### config.mk
export PLATFORM = sky130hd
export DESIGN_NAME = double_ended_queue
export DESIGN_NICKNAME = d
export VERILOG_FILES = /design/src/rtl/dq_pkg.sv /design/src/rtl/double_ended_queue.sv /design/src/rtl/dq_ram.sv /design/src/rtl/dq_datapath.sv /design/src/rtl/dq_ctrl.sv
export VERILOG_INCLUDE_DIRS = /design/src /design/src/rtl
export SDC_FILE = /design/constraint.sdc
export NUM_CORES = 1
export LEC_CHECK = 0
export BUFFER_PORTS_ARGS = -buffer_cell sky130_fd_sc_hd__buf_2
export CORE_MARGIN = 1
export CORE_UTILIZATION = 65
export CTS_BUF_LIST = sky130_fd_sc_hd__clkbuf_8
export DETAILED_ROUTE_END_ITERATION = 10
export GPL_ROUTABILITY_DRIVEN = 0
export HOLD_SLACK_MARGIN = 0.08
export PLACE_DENSITY = 0.83
export SYNTH_ARGS = -nofsm -noshare
export SYNTH_HDL_FRONTEND = slang
export SYNTH_HIERARCHICAL = 1
export SYNTH_SLANG_ARGS = --single-unit
### constraint.sdc
create_clock -name clk -period 9.7 [get_ports clk]
set_clock_uncertainty 0.1 [all_clocks]
set_input_delay 0.97 -clock clk [delete_from_list [all_inputs] [get_ports clk]]
set_output_delay 0.97 -clock clk [all_outputs]
set_load 0.03 [all_outputs]
### src/rtl/double_ended_queue_macros.svh
// Assertion macros for the double-ended queue RTL.
`ifndef DOUBLE_ENDED_QUEUE_MACROS_SVH
`define DOUBLE_ENDED_QUEUE_MACROS_SVH

`ifndef SYNTHESIS

// Check a property on every clock edge outside reset.
`define DQ_ASSERT(name, clk, rst, prop, msg) \
  name: assert property (@(posedge clk) disable iff (rst) prop) else $error(msg);

// Check a property on every clock edge, reset included.
`define DQ_ASSERT_ALWAYS(name, clk, prop, msg) \
  name: assert property (@(posedge clk) prop) else $error(msg);

`else

`define DQ_ASSERT(name, clk, rst, prop, msg)
`define DQ_ASSERT_ALWAYS(name, clk, prop, msg)

`endif

`endif

### src/rtl/dq_pkg.sv
// ---------------------------------------------------------------------------
// dq_pkg
// Types, codes and default sizes shared by the double-ended queue modules.
// ---------------------------------------------------------------------------
`default_nettype none

package dq_pkg;

  localparam int DEPTH_DEF      = 16;
  localparam int DATA_WIDTH_DEF = 32;

  localparam int FUNC_W     = 2;
  localparam int WORD_W     = 32;
  localparam int OUT_CNT_W  = 5;

  typedef enum logic [FUNC_W-1:0] {
    FUNC_PUSH_FRONT = 2'd0,
    FUNC_PUSH_BACK  = 2'd1,
    FUNC_POP_FRONT  = 2'd2,
    FUNC_POP_BACK   = 2'd3
  } dq_func_t;

  typedef struct packed {
    dq_func_t            func;
    logic [WORD_W-1:0]   data_in;
  } dq_in_t;

  typedef struct packed {
    logic [WORD_W-1:0]    data_out;
    logic                 op_error;
    logic                 is_empty_flag;
    logic [OUT_CNT_W-1:0] fill_count;
  } dq_out_t;

  // Controller to datapath
  typedef struct packed {
    logic exec;     // apply the request being transferred in
    logic capture;  // load the read word into the result
  } dq_cmd_t;

  // Datapath to controller
  typedef struct packed {
    logic rd_need;  // request is a pop that will read the store
  } dq_status_t;

endpackage

`default_nettype wire

### src/rtl/double_ended_queue.sv
// Push or rejected request: result valid in the cycle after the request transfer.
// Successful pop: result passes the read state, then send (registered store read).
// A new request is taken in the cycle its predecessor's result transfers out, so
// pushes sustain one per cycle without output stall; none is taken during a read.
// Synchronous active-high reset empties the queue (head and count to zero);
// store contents are not cleared and are never read before being written.
// ---------------------------------------------------------------------------
// double_ended_queue
// Bounded double-ended queue over a ring store with head pointer and count.
// ---------------------------------------------------------------------------
`default_nettype none

module double_ended_queue #(
  parameter int DEPTH      = dq_pkg::DEPTH_DEF,
  parameter int DATA_WIDTH = dq_pkg::DATA_WIDTH_DEF
) (
  input  wire logic            clk,
  input  wire logic            rst,
  input  wire logic            in_valid,
  output logic                 in_stall,
  input  wire dq_pkg::dq_in_t  in_data,
  output logic                 out_valid,
  input  wire logic            out_stall,
  output dq_pkg::dq_out_t      out_data
);

  import dq_pkg::*;

  dq_cmd_t    cmd;
  dq_status_t status;

  dq_ctrl u_ctrl (
    .clk       (clk),
    .rst       (rst),
    .in_valid  (in_valid),
    .in_stall  (in_stall),
    .out_valid (out_valid),
    .out_stall (out_stall),
    .status    (status),
    .cmd       (cmd)
  );

  dq_datapath #(
    .DEPTH      (DEPTH),
    .DATA_WIDTH (DATA_WIDTH)
  ) u_datapath (
    .clk      (clk),
    .rst      (rst),
    .in_data  (in_data),
    .cmd      (cmd),
    .status   (status),
    .out_data (out_data)
  );

endmodule

`default_nettype wire

### src/rtl/dq_ram.sv
// ---------------------------------------------------------------------------
// dq_ram
// Generic simple dual-port RAM: one write port, one read port, registered read.
// ---------------------------------------------------------------------------
`default_nettype none

module dq_ram #(
  parameter  int WIDTH = 32,
  parameter  int DEPTH = 16,
  localparam int AW    = (DEPTH > 1) ? $clog2(DEPTH) : 1
) (
  input  wire logic             clk,
  input  wire logic             we,
  input  wire logic [AW-1:0]    waddr,
  input  wire logic [WIDTH-1:0] wdata,
  input  wire logic             re,
  input  wire logic [AW-1:0]    raddr,
  output logic      [WIDTH-1:0] rdata
);

  logic [WIDTH-1:0] mem [DEPTH];

  always_ff @(posedge clk) begin
    if (we) begin
      mem[waddr] <= wdata;
    end
    if (re) begin
      rdata <= mem[raddr];
    end
  end

endmodule

`default_nettype wire

### src/rtl/dq_datapath.sv
// ---------------------------------------------------------------------------
// dq_datapath
// Ring pointers, fill count, word store and result register of the queue.
// ---------------------------------------------------------------------------
`default_nettype none

`include "double_ended_queue_macros.svh"

module dq_datapath #(
  parameter int DEPTH      = dq_pkg::DEPTH_DEF,
  parameter int DATA_WIDTH = dq_pkg::DATA_WIDTH_DEF
) (
  input  wire logic               clk,
  input  wire logic               rst,
  input  wire dq_pkg::dq_in_t     in_data,
  input  wire dq_pkg::dq_cmd_t    cmd,
  output dq_pkg::dq_status_t      status,
  output dq_pkg::dq_out_t         out_data
);

  import dq_pkg::*;

  localparam int AW = $clog2(DEPTH);
  localparam int CW = $clog2(DEPTH + 1);
  localparam int SW = AW + 2;

  localparam logic [CW-1:0] FULL      = CW'(DEPTH);
  localparam logic [AW-1:0] LAST_SLOT = AW'(DEPTH - 1);
  localparam logic [SW-1:0] DEPTH_S   = SW'(DEPTH);

  logic [AW-1:0]         head;
  logic [CW-1:0]         count;
  logic [CW-1:0]         count_next;
  logic [CW-1:0]         count_inc;
  logic [CW-1:0]         count_dec;
  logic [CW-1:0]         offs;
  logic [SW-1:0]         pos_sum;
  logic [AW-1:0]         pos;
  logic [AW-1:0]         head_dec;
  logic [AW-1:0]         head_inc;
  logic                  is_push;
  logic                  is_front;
  logic                  full;
  logic                  empty;
  logic                  push_ok;
  logic                  pop_ok;
  logic                  op_err;

  logic                  res_err;
  logic                  res_empty;
  logic [CW-1:0]         res_cnt;
  logic [WORD_W-1:0]     res_data;

  logic                  ram_we;
  logic [AW-1:0]         ram_waddr;
  logic [DATA_WIDTH-1:0] ram_wdata;
  logic                  ram_re;
  logic [AW-1:0]         ram_raddr;
  logic [DATA_WIDTH-1:0] ram_rdata;

  assign is_push  = (in_data.func == FUNC_PUSH_FRONT) || (in_data.func == FUNC_PUSH_BACK);
  assign is_front = (in_data.func == FUNC_PUSH_FRONT) || (in_data.func == FUNC_POP_FRONT);
  assign full     = (count == FULL);
  assign empty    = (count == '0);
  assign push_ok  = is_push && !full;
  assign pop_ok   = !is_push && !empty;
  assign op_err   = is_push ? full : empty;

  assign head_dec = (head == '0) ? LAST_SLOT : head - 1'b1;
  assign head_inc = (head == LAST_SLOT) ? '0 : head + 1'b1;

  assign count_inc = count + 1'b1;
  assign count_dec = count - 1'b1;

  // Back slot: head + count for a push, head + count - 1 for a pop, wrapped once
  assign offs    = is_push ? count : count_dec;
  assign pos_sum = SW'(head) + SW'(offs);
  assign pos     = (pos_sum >= DEPTH_S) ? AW'(pos_sum - DEPTH_S) : AW'(pos_sum);

  always_comb begin
    if (push_ok) begin
      count_next = count_inc;
    end else if (pop_ok) begin
      count_next = count_dec;
    end else begin
      count_next = count;
    end
  end

  assign ram_we    = cmd.exec && push_ok;
  assign ram_waddr = is_front ? head_dec : pos;
  assign ram_wdata = DATA_WIDTH'(in_data.data_in);
  assign ram_re    = cmd.exec && pop_ok;
  assign ram_raddr = is_front ? head : pos;

  dq_ram #(
    .WIDTH (DATA_WIDTH),
    .DEPTH (DEPTH)
  ) u_ram (
    .clk   (clk),
    .we    (ram_we),
    .waddr (ram_waddr),
    .wdata (ram_wdata),
    .re    (ram_re),
    .raddr (ram_raddr),
    .rdata (ram_rdata)
  );

  always_ff @(posedge clk) begin
    if (rst) begin
      head  <= '0;
      count <= '0;
    end else if (cmd.exec) begin
      count <= count_next;
      if (is_front && push_ok) begin
        head <= head_dec;
      end else if (is_front && pop_ok) begin
        head <= head_inc;
      end
    end
  end

  // Result fields; the popped word is loaded from the store read in the read state
  always_ff @(posedge clk) begin
    if (cmd.exec) begin
      res_err   <= op_err;
      res_cnt   <= count_next;
      res_empty <= (count_next == '0);
      res_data  <= '0;
    end else if (cmd.capture) begin
      res_data  <= WORD_W'(ram_rdata);
    end
  end

  assign status.rd_need = pop_ok;

  assign out_data.data_out      = res_data;
  assign out_data.op_error      = res_err;
  assign out_data.is_empty_flag = res_empty;
  assign out_data.fill_count    = OUT_CNT_W'(res_cnt);

  `DQ_ASSERT(a_count_range, clk, rst, count <= FULL, "fill count above depth")
  `DQ_ASSERT(a_err_holds, clk, rst, (cmd.exec && op_err) |=> ($stable(head) && $stable(count)), "rejected request changed queue state")
  `DQ_ASSERT(a_push_grows, clk, rst, (cmd.exec && push_ok) |=> (count == $past(count_inc)), "push did not grow the count")

endmodule

`default_nettype wire

### src/rtl/dq_ctrl.sv
// ---------------------------------------------------------------------------
// dq_ctrl
// Handshake controller: sequences accept, store read and result transfer.
// ---------------------------------------------------------------------------
`default_nettype none

`include "double_ended_queue_macros.svh"

module dq_ctrl (
  input  wire logic               clk,
  input  wire logic               rst,
  input  wire logic               in_valid,
  output logic                    in_stall,
  output logic                    out_valid,
  input  wire logic               out_stall,
  input  wire dq_pkg::dq_status_t status,
  output dq_pkg::dq_cmd_t         cmd
);

  import dq_pkg::*;

  typedef enum logic [1:0] {
    S_IDLE,
    S_READ,
    S_SEND
  } state_t;

  state_t state;
  logic   accept;

  // Take a new request when idle, or when the waiting result leaves this cycle
  assign in_stall = !((state == S_IDLE) || ((state == S_SEND) && !out_stall));
  assign accept   = in_valid && !in_stall;

  assign cmd.exec    = accept;
  assign cmd.capture = (state == S_READ);

  always_ff @(posedge clk) begin
    if (rst) begin
      state     <= S_IDLE;
      out_valid <= 1'b0;
    end else begin
      unique case (state)
        S_IDLE, S_SEND: begin
          if (accept) begin
            state     <= status.rd_need ? S_READ : S_SEND;
            out_valid <= !status.rd_need;
          end else if (state == S_SEND && !out_stall) begin
            state     <= S_IDLE;
            out_valid <= 1'b0;
          end
        end
        S_READ: begin
          state     <= S_SEND;
          out_valid <= 1'b1;
        end
        default: begin
          state     <= S_IDLE;
          out_valid <= 1'b0;
        end
      endcase
    end
  end

  `DQ_ASSERT(a_read_after_pop, clk, rst, (state == S_READ) |-> $past(accept && status.rd_need), "read state without an accepted pop")
  `DQ_ASSERT(a_no_accept_in_read, clk, rst, (state == S_READ) |-> in_stall, "request taken while a read is pending")
  `DQ_ASSERT(a_valid_matches_state, clk, rst, out_valid == (state == S_SEND), "result valid out of step with state")

endmodule

`default_nettype wire

**Yosys cells after proc, flatten, opt, wreduce, memory -nomap -nowiden**

Memories as Yosys holds them, arrays and structs flattened. A register that Yosys moved wholly into a read port is not among the register bits.
Index checks and enable logic that the tools add are counted.

- Bits in registers: 51
- Latch bits: 0
- Bits in writable memories: 512
- Bits in read-only memories: 0
- Logic and storage cells: 68
- Memories: 1

- Add/subtract/negate cells: 6
- $mul: 0
- Divide/modulo/power cells: 0
- Magnitude comparators: 1
- Eq/ne operators: 7
- Shift operators: 0
- Muxes and demuxes: 20
- Bitwise logic cells: 0
- Reductions and logical operators: 25

Memories:

| memory | words | bits a word | read ports | clocked after memory_dff | wr ports | line | source |
|---|---|---|---|---|---|---|---|
| u_datapath.u_ram.mem | 16 | 32 | 1 | 1 | 1 | dq_ram.sv:21 | `logic [WIDTH-1:0] mem [DEPTH];` |

Operators by type and width:

| kind | count |
|---|---|
| 4-bit 2-to-1 mux | 7 |
| 5-bit 2-to-1 mux | 3 |
| 5-bit zero test | 2 |
| 1-bit logical AND | 8 |
| 4-bit by 1-bit subtractor with 4-bit output (second input constant) | 2 |
| 4-bit by 5-bit adder with 6-bit output | 1 |
| 6-bit by 5-bit >= comparator with 1-bit output (second input constant) | 1 |
| 1-bit zero test | 6 |
| 2-bit 2-to-1 mux | 3 |
| 5-bit by 1-bit adder with 5-bit output (second input constant) | 1 |
| 5-bit equality test (second input constant) | 1 |
| 1-bit 2-to-1 mux | 5 |
| 5-bit by 1-bit subtractor with 5-bit output (second input constant) | 1 |
| 4-bit by 1-bit adder with 4-bit output (second input constant) | 1 |
| 2-bit by 1-bit equality test with 1-bit output (second input constant) | 2 |
| 2-bit equality test (second input constant) | 2 |
| 4-bit equality test (second input constant) | 1 |
| 2-bit zero test | 2 |
| 4-bit zero test | 1 |
| 2-bit case mux with 2 select lines | 1 |
| 1-bit logical OR | 3 |
| 3-bit by 1-bit inequality test with 1-bit output (second input constant) | 1 |
| 1-bit case mux with 2 select lines | 1 |
| 2-bit AND reduction | 1 |
| other kinds (2) | 2 |

**Longest topological paths before layout**

Gate-level depths: netlist of the first run.

- Depth in word-level cells: 7
- Depth in mapped cells: 15
- Depth with buffers taken out: 12

**Cells and area by module**

The synthesis of the first run kept the hierarchy.

Modules (own cells, without submodules):

| module | instances | cells each | area each (µm²) | sequential area each (µm²) |
|---|---|---|---|---|
| dq_ram | 1 | 838 | 20155.6 | 16335.7 |
| dq_datapath | 1 | 262 | 2487.4 | 1031.0 |
| dq_ctrl | 1 | 12 | 107.6 | 40.0 |

**Worst setup path before layout of the first run**

No wires, ideal clock.

- Path type: input-to-reg
- Start: input port in_data[33] (netlist bit)
- End: memory u_datapath.u_ram.mem[0][0], enable pin
- Arrival: 5304 ps
- Path slack: 3835 ps
- Stages on the path: 10
- Cell sequence: clkbuf_1 clkbuf_1 xor2_1 ha_1 fa_1 xnor2_1 nand2_1 a21boi_0 or3b_2 nor3_1

- Word-level cells in the longest chain between the ends: 7

Ends and longest elaborated chain:

| element | line | source |
|---|---|---|
| from (decl) | double_ended_queue.sv:21 | `input wire dq_pkg::dq_in_t in_data,` |
| 2-bit by 1-bit equality test with 1-bit output / 2-bit zero test (equally long branches) | dq_datapath.sv:61, dq_datapath.sv:62 |  |
| 1-bit logical OR | dq_datapath.sv:61 | `assign is_push = (in_data.func == FUNC_PUSH_FRONT) \|\| (in_data.func == FUNC_PUSH_BACK);` |
| 5-bit 2-to-1 mux | dq_datapath.sv:76 | `assign offs = is_push ? count : count_dec;` |
| 4-bit by 5-bit adder with 6-bit output | dq_datapath.sv:77 | `assign pos_sum = SW'(head) + SW'(offs);` |
| 6-bit by 5-bit >= comparator with 1-bit output / 4-bit by 1-bit subtractor with 4-bit output (equally long branches) | dq_datapath.sv:78 | `assign pos = (pos_sum >= DEPTH_S) ? AW'(pos_sum - DEPTH_S) : AW'(pos_sum);` |
| 4-bit 2-to-1 mux | dq_datapath.sv:78 |  |
| 4-bit 2-to-1 mux (*) | dq_datapath.sv:91 | `assign ram_waddr = is_front ? head_dec : pos;` |
| net u_datapath.ram_waddr[2] | dq_datapath.sv:55 | `logic [AW-1:0] ram_waddr;` |
| to (decl) | dq_ram.sv:21 |  |

Mark *: on every way through the listed nets, which the timed path passes. The rest lies on a longest branch.

**Worst setup path in the final report of the first run**

- Start: register u_datapath.count[0]
- End: memory u_datapath.u_ram.mem[15][20], enable pin

- Word-level cells in the longest chain between the ends: 6

Ends and longest elaborated chain:

| element | line | source |
|---|---|---|
| from (decl) | dq_datapath.sv:32 | `logic [CW-1:0] count;` |
| from (signal assigned) | dq_datapath.sv:114 | `count <= count_next;` |
| 5-bit by 1-bit subtractor with 5-bit output | dq_datapath.sv:73 | `assign count_dec = count - 1'b1;` |
| 5-bit 2-to-1 mux (*) | dq_datapath.sv:76 |  |
| 4-bit by 5-bit adder with 6-bit output (*) | dq_datapath.sv:77 |  |
| 6-bit by 5-bit >= comparator with 1-bit output / 4-bit by 1-bit subtractor with 4-bit output (equally long branches) | dq_datapath.sv:78 |  |
| 4-bit 2-to-1 mux (*) | dq_datapath.sv:78 |  |
| 4-bit 2-to-1 mux (*) | dq_datapath.sv:91 |  |
| net u_datapath.ram_waddr[1] | dq_datapath.sv:55 |  |

Marks and branches as above.

==> results.py, run 1 <==
metrics = {
    "setup_path": {
        "cp_num_cells": 9,
        "crit_buf_inv": 1,
        "arrival_ps": 4680,
        "cp_slowest_stage_delay_ps": 1190,
        "cp-start-kind": "flop",
        "required_ps": 9820,
        "cp_slowest_cell": "nor2_4",
        "reg2reg_depth": 9,
        "crit_path_start": "u_datapath/count[0]",
        "cp-end-kind": "flop",
        "cp_cell_sequence": "inv_1, ha_1, nand2_1, o21a_1, fa_1, nand2_1, o21ai_0, nand2_1, nor2_4",
        "reg2reg_slack_ps": 5150,
        "cpMostUsedCell": "nand2_1",
        "crit_family": "simple AND/OR/NAND/NOR gates",
        "path_class": "reg2reg",
        "cp_max_fo": 32,
        "r2r_start": "u_datapath/count[0]",
        "reg2reg_to": "u_datapath/u_ram/mem[15][20]",
        "crit_path_end": "u_datapath/u_ram/mem[15][20]",
    },
    "power_and_ir_drop": {
        "combinationalPowerShare_pct": 14.0,
        "seqPwrFrac_pct": 52.2,
        "p_int_uw": 4250,
        "p_per_area_nw_per_um2": 222,
        "p_leak_uw": 0.00832,
        "p_sw_share_pct": 24.5,
        "worst_ir_drop_vdd_mv": 0.143,
        "p_sw_uw": 1380,
        "pwr-share-clk_pct": 33.8,
    },
    "clocking": {
        "cts_tree": "done",
        "numCtsBuffers": 87,
        "cts-root-buf": "clkbuf_8",
        "worstSkewPairLatency_ps": 640,
        "cts.sinks": 594,
        "post_cts_resized": 0,
        "cts_hold_buf": 0,
        "ctsLongestPathBuffers": 3,
        "clkSlewWorstSetupHoldPaths_ps": 60,
        "postCtsSetupBuffers": 0,
        "ctsHtreeMaxLevel": 3,
    },
    "die": {
        "start_util_pct": 66.0,
        "die_h_um": 189,
        "io_pins": 79,
        "fp-row-count": 68,
        "fp.dieArea_um2": 35800,
        "core_um2": 34500,
        "die_w_um": 189,
    },
    "final_layout": {
        "nets": 1277,
        "stdcell_count": 1755,
        "drive_above_1_share_pct": 28.1,
        "layout_common_cells": "edfxtp_1, mux4_2, clkbuf_8, buf_2, a22oi_1",
        "n_antenna_cell": 0,
        "syn2layout_area_growth_pct": 11.5,
        "layout_commonest_cell": "edfxtp_1",
    },
    "logic_synthesis": {
        "yosys.area.top_type": "edfxtp_1",
        "async_flop_share_pct": 0,
        "synth_top_area_share_pct": 72.7,
        "ys_warn_count": 6,
        "synth_compound_area_share_pct": 3.50,
        "synthMuxAreaShare_pct": 14.4,
        "synthFlopType": "edfxtp_1",
        "synth_edf_count": 551,
        "synth_seq_cells": 594,
        "synth_nets": 1158,
        "synth_cell_types": 60,
        "synthAdderAreaFrac_pct": 0.473,
        "ys_seq_area_share_pct": 76.5,
        "synth_top_family_by_area": "multiplexers",
        "synth_xor_xnor_area_share_pct": 0.445,
        "synth-simple-area-share_pct": 3.14,
        "avgSynthCellArea_um2": 20.5,
        "syn_inst": 1112,
        "netlist_area_um2": 22800,
        "yosys-top-cells-area": "edfxtp_1, mux4_2, dfxtp_1",
    },
    "timing": {
        "fin_crit_sh_pct": 47.0,
        "rsz0062_at_grt": "no",
        "tns_ps": 0,
        "finalSetupViolCount": 0,
        "tightest_slew_ps": 1400,
        "fin_ws_ps": 5150,
        "period_minus_slack_ps": 4550,
        "clock.fmax_mhz": 220,
        "hold_viol_final": 0,
        "slew-limit-headroom_pct": 6.34,
        "slew_violations": 0,
    },
    "route": {
        "vias": 11200,
        "wl_per_cell_um": 25.3,
        "drt.antenna.violating_nets": 0,
        "drcViolationCount": 0,
        "first_iter_violations": 1147,
        "dr.pass1.iters": 7,
        "wl_mm": 44.5,
        "via_per_inst": 6.38,
    },
    "placed_design": {
        "pre_cts_ws_ps": 4770,
        "dp_hpwl_mm": 24.0,
        "io_buffer_count": 78,
        "place_inst": 1597,
    },
    "grt": {
        "grt_pass1_vias": 11400,
        "grt_usage_pct": 26.0,
        "grt_max_degree": 71,
        "grt_antenna_before_repair": 0,
        "gr-total-overflow": 0,
        "grt_pass1_wl_mm": 67.7,
    },
    "outcome": {
        "outcome": "completed",
    },
    "job": {
        "cap_viol_max_count": 0,
    },
    "hold_path": {
        "holdCritPathClass": "reg2reg",
    },
}
==> layer usage <==
layer	part of all wire, %	global-route usage (%)
met1	41	37.2
met5	0	0
met2	50	41.3
met3	8.0	5.04
met4	1.7	8.59
==> through the flow <==
| stage | cell area (µm²) | hold WS (ps) | power [µW] | utilization, % |
|---|---|---|---|---|
| after floorplan | 22800 | 356 | 3560 | - |
| after global placement | 23700 | 361 | 3750 | 68.7 |
| after detailed placement | 23700 | 372 | 3780 | 68.7 |
| after CTS | 25400 | 387 | 5670 | 73.6 |
| after global routing | 25400 | 409 | 5850 | 73.6 |
| final | 25400 | 385 | 5630 | 73.6 |
==> state kept, by name, summed over array words and instances, names as in the netlist <==
register and count:
u_datapath/u_ram/mem 512, u_datapath/res_data 32, u_datapath/u_ram/rdata 32, u_datapath/count 5, u_datapath/res_cnt 5, u_datapath/head 4, u_ctrl/state 2, u_datapath/res_empty 1
u_datapath/res_err 1
==> cells in the mapped netlist, types with 5 or more instances <==
cell / count
xnor2_1: 8
a21oi_1: 12
nand3b_1: 6
nand2_1: 44
mux2i_1: 36
o21a_1: 6
ha_1: 7
clkbuf_1: 30
a22oi_1: 65
nand2b_1: 5
and2_1: 6
o21ai_0: 6
buf_2: 11
nor2b_1: 5
mux4_2: 128
inv_1: 9
buf_1: 12
edfxtp_1: 551
dfxtp_1: 43
nor3_1: 7
buf_4: 12
nor2_1: 55
==> worst min-delay path by stage <==
stage,slack [ps],start,endpoint,cells after the start
after floorplan,360,u_datapath/u_ram/rdata[19],u_datapath/res_data[19],2
after detailed placement,370,u_datapath/u_ram/rdata[29],u_datapath/res_data[29],2
after global placement,360,u_datapath/u_ram/rdata[3],u_datapath/res_data[3],2
after global routing,410,u_datapath/u_ram/rdata[27],u_datapath/res_data[27],2
final,390,u_datapath/u_ram/rdata[29],u_datapath/res_data[29],2
after CTS,390,u_datapath/u_ram/rdata[29],u_datapath/res_data[29],2
==> worst min-delay path, stage by stage (launching register included) <==
cell	delay (ps)
edfxtp_1	320
mux2i_1	60
nor2_1	70
==> cell families after synthesis <==
kind of cell / after synthesis
xor+xnor: 10
compound gates: 110
simple gates: 148
flops: 594
fa+ha+maj: 8
mux: 167
buf+inv: 75
==> power groups by stage <==
stage / clock [µW] / sequential [µW] / combinational [µW]
after global placement: 0 / 2980 / 770
after global routing: 2050 / 2940 / 852
final: 1900 / 2940 / 789
after floorplan: 0 / 3000 / 565
after detailed placement: 0 / 2990 / 790
after CTS: 1940 / 2940 / 795
==> area by class of cell <==
cell class | count | area (µm²)
sequential | 594 | 17400
inverter | 9 | 33.8
clock inverter | 59 | 324
multi-input combinational | 443 | 5150
fill | 1883 | 9080
clock buffer | 99 | 1360
tap | 455 | 569
timing repair buffer | 96 | 526
No activity file was read; power rests on OpenSTA's default activity.
==> run 2, diff against run 1 <==
Settings changed: CORE_UTILIZATION 65 to 58, PLACE_DENSITY 0.83 to 0.78.
Clock period 9.7 ns to 3.7 ns, I/O delays scaled along.
==> run 2 against run 1 <==
  * Worst hold slack lost 220 ps
  * Global-route usage decreased by 1.2 points
  * First-iteration DRC count is 28% lower
  * Clock-buffer cell count is 3 higher
  * Die area rose by 12%
  * Final cell count is 8.5% higher
  * Critical path depth grew 3
  * Combinational power rose to 2.9 times the previous value
  * Largest power group unchanged
==> results.py, run 2 (synthesis results as in run 1) <==
metrics = {
    "outcome": {
        "outcome": "completed",
    },
    "die": {
        "start_util_pct": 58.9,
        "die_h_um": 200,
        "fp.dieArea_um2": 40000,
        "die_w_um": 200,
        "io_pins": 79,
        "fp-row-count": 72,
        "core_um2": 38600,
    },
    "power_and_ir_drop": {
        "p_int_uw": 11500,
        "power.total_uw": 15300,
        "p_per_area_nw_per_um2": 576,
        "p_sw_uw": 3880,
        "pwr-share-clk_pct": 34.8,
        "seqPwrFrac_pct": 50.1,
        "worst_ir_drop_vdd_mv": 0.327,
        "p_leak_uw": 0.00887,
        "p_sw_share_pct": 25.3,
        "combinationalPowerShare_pct": 15.1,
    },
    "final_layout": {
        "syn2layout_area_growth_pct": 17.0,
        "multi_input_area_um2": 5240,
        "fill_cells": 2317,
        "largest_register_ffs": 512,
        "top_regs": "u_datapath/u_ram/mem x512, u_datapath/res_data x32, u_datapath/u_ram/rdata x32",
        "final_util_pct": 68.9,
        "stdcell_count": 1904,
        "regMostFlops": "u_datapath/u_ram/mem",
        "layout_commonest_cell": "edfxtp_1",
        "nets": 1358,
        "register_area_um2": 17400,
        "layout_common_cells": "edfxtp_1, mux4_2, clkbuf_8, buf_2, a22oi_1",
        "drive_above_1_share_pct": 30.3,
    },
    "job": {
        "cap_viol_max_count": 0,
    },
    "setup_path": {
        "reg2reg_depth": 12,
        "reg2reg_slack_ps": 120,
        "cp-start-kind": "flop",
        "cp_max_fo": 23,
        "path_class": "reg2reg",
        "arrival_ps": 3820,
        "required_ps": 3940,
        "cp-end-kind": "flop",
    },
    "clocking": {
        "cts-root-buf": "clkbuf_8",
        "numCtsBuffers": 91,
        "cts_tree": "done",
        "ctsLongestPathBuffers": 3,
        "clkSlewWorstSetupHoldPaths_ps": 60,
        "worstSkewPairLatency_ps": 670,
        "cts.sinks": 594,
        "ctsHtreeMaxLevel": 3,
    },
    "timing": {
        "slew-limit-headroom_pct": 30.8,
        "clock.fmax_mhz": 279,
        "hold_viol_final": 0,
        "fin_crit_sh_pct": 96.8,
        "tightest_slew_ps": 1030,
        "slew_violations": 0,
        "period_minus_slack_ps": 3580,
        "finalSetupViolCount": 0,
    },
    "route": {
        "wl_per_cell_um": 25.1,
        "first_iter_violations": 828,
        "wl_mm": 47.8,
        "via_per_inst": 6.08,
        "vias": 11600,
        "drcViolationCount": 0,
        "drt.antenna.violating_nets": 0,
        "dr.pass1.iters": 5,
    },
    "grt": {
        "grt_antenna_before_repair": 2,
        "grt_pass1_wl_mm": 70.8,
        "grt_pass1_vias": 11700,
        "grt_usage_pct": 24.8,
        "grt_max_degree": 55,
        "gr-total-overflow": 0,
    },
    "hold_path": {
        "hold_depth": 4,
        "holdCritPathClass": "in2reg",
    },
    "placed_design": {
        "place_inst": 1692,
        "dp_hpwl_mm": 26.1,
        "io_buffer_count": 78,
    },
}
==> run 2: cell count changes in the layout (fill, tap and decap cells not counted), sizes merged, moves of 2 or more <==
cell         before  now
buf              96  132
clkbuf           99  102
inv              45   52
clkinv           18   13
dlygate4sd3       0   38
clkinvlp          2    4
nor2b             5    7
==> run 2: critical path, cell delays in order, from the launching register on <==
cell      delay [ps]
dfxtp_1          330
inv_1             80
ha_1             300
nand2_1           90
o21a_1           140
ha_1             180
a21oi_1          240
and2_1           170
xnor3_1          230
mux2i_1          370
nand3b_1         430
nor3_4           320
buf_12           270
==> run 2: power by group through the flow <==
stage	Combinational [µW]	Clock, µW	Sequential [µW]
2_1_floorplan	1510	0	7850
3_3_place_gp	2170	0	7810
3_5_place_dp	2220	0	7820
4_1_cts	2300	5440	7690
5_1_grt	2480	5720	7700
6_report	2320	5330	7680
==> run 2: repair_timing <==
| action | in CTS | in global routing |
|---|---|---|
| setup buffers | 4 | 0 |
| setup endpoints to repair | 15 | 86 |
| resized for setup | 2 | 6 |
| hold buffers | 38 | 0 |
| endpoints found under the hold margin | 523 | 0 |
| cloned | 1 | 2 |
==> run 2: final cells by class <==
class	count	share of cell area [%]
Multi-Input combinational cell	446	19.7
Antenna cell	1	0.00940
Tap cell	518	2.43
Sequential cell	594	65.4
Inverter	9	0.127
Clock buffer	102	5.27
Clock inverter	64	1.60
Timing Repair Buffer	170	5.50
==> run 2: per-layer routing <==
layer	share of wire, %	GRT usage [%]	vias up
met5	0.027	0	-
met4	2.5	9.53	2
met3	8.0	5.44	90
met2	50	39.9	512
met1	40	33.5	5986
li1	-	-	4986
==> run 2: worst paths after layout <==
kind	startpoint	end
worst max-delay path	u_datapath/count[0]	u_datapath/u_ram/mem[8][14]
worst max register to register	u_datapath/count[0]	u_datapath/u_ram/mem[8][14]
worst min-delay path	in_data[33]	u_datapath/head[0]
worst min register to register	u_datapath/u_ram/rdata[4]	u_datapath/res_data[4]
==> run 2: through the flow <==
step	hold slack [ps]	TNS [ps]	area, µm²	setup slack, ps
floorplan	356	-49420	22800	-203
global placement	364	0	24300	124
detailed placement	374	-99.8	24300	-42.1
CTS	119	0	26600	12.1
global route	171	-754	26600	-38.3
finish	169	0	26600	117
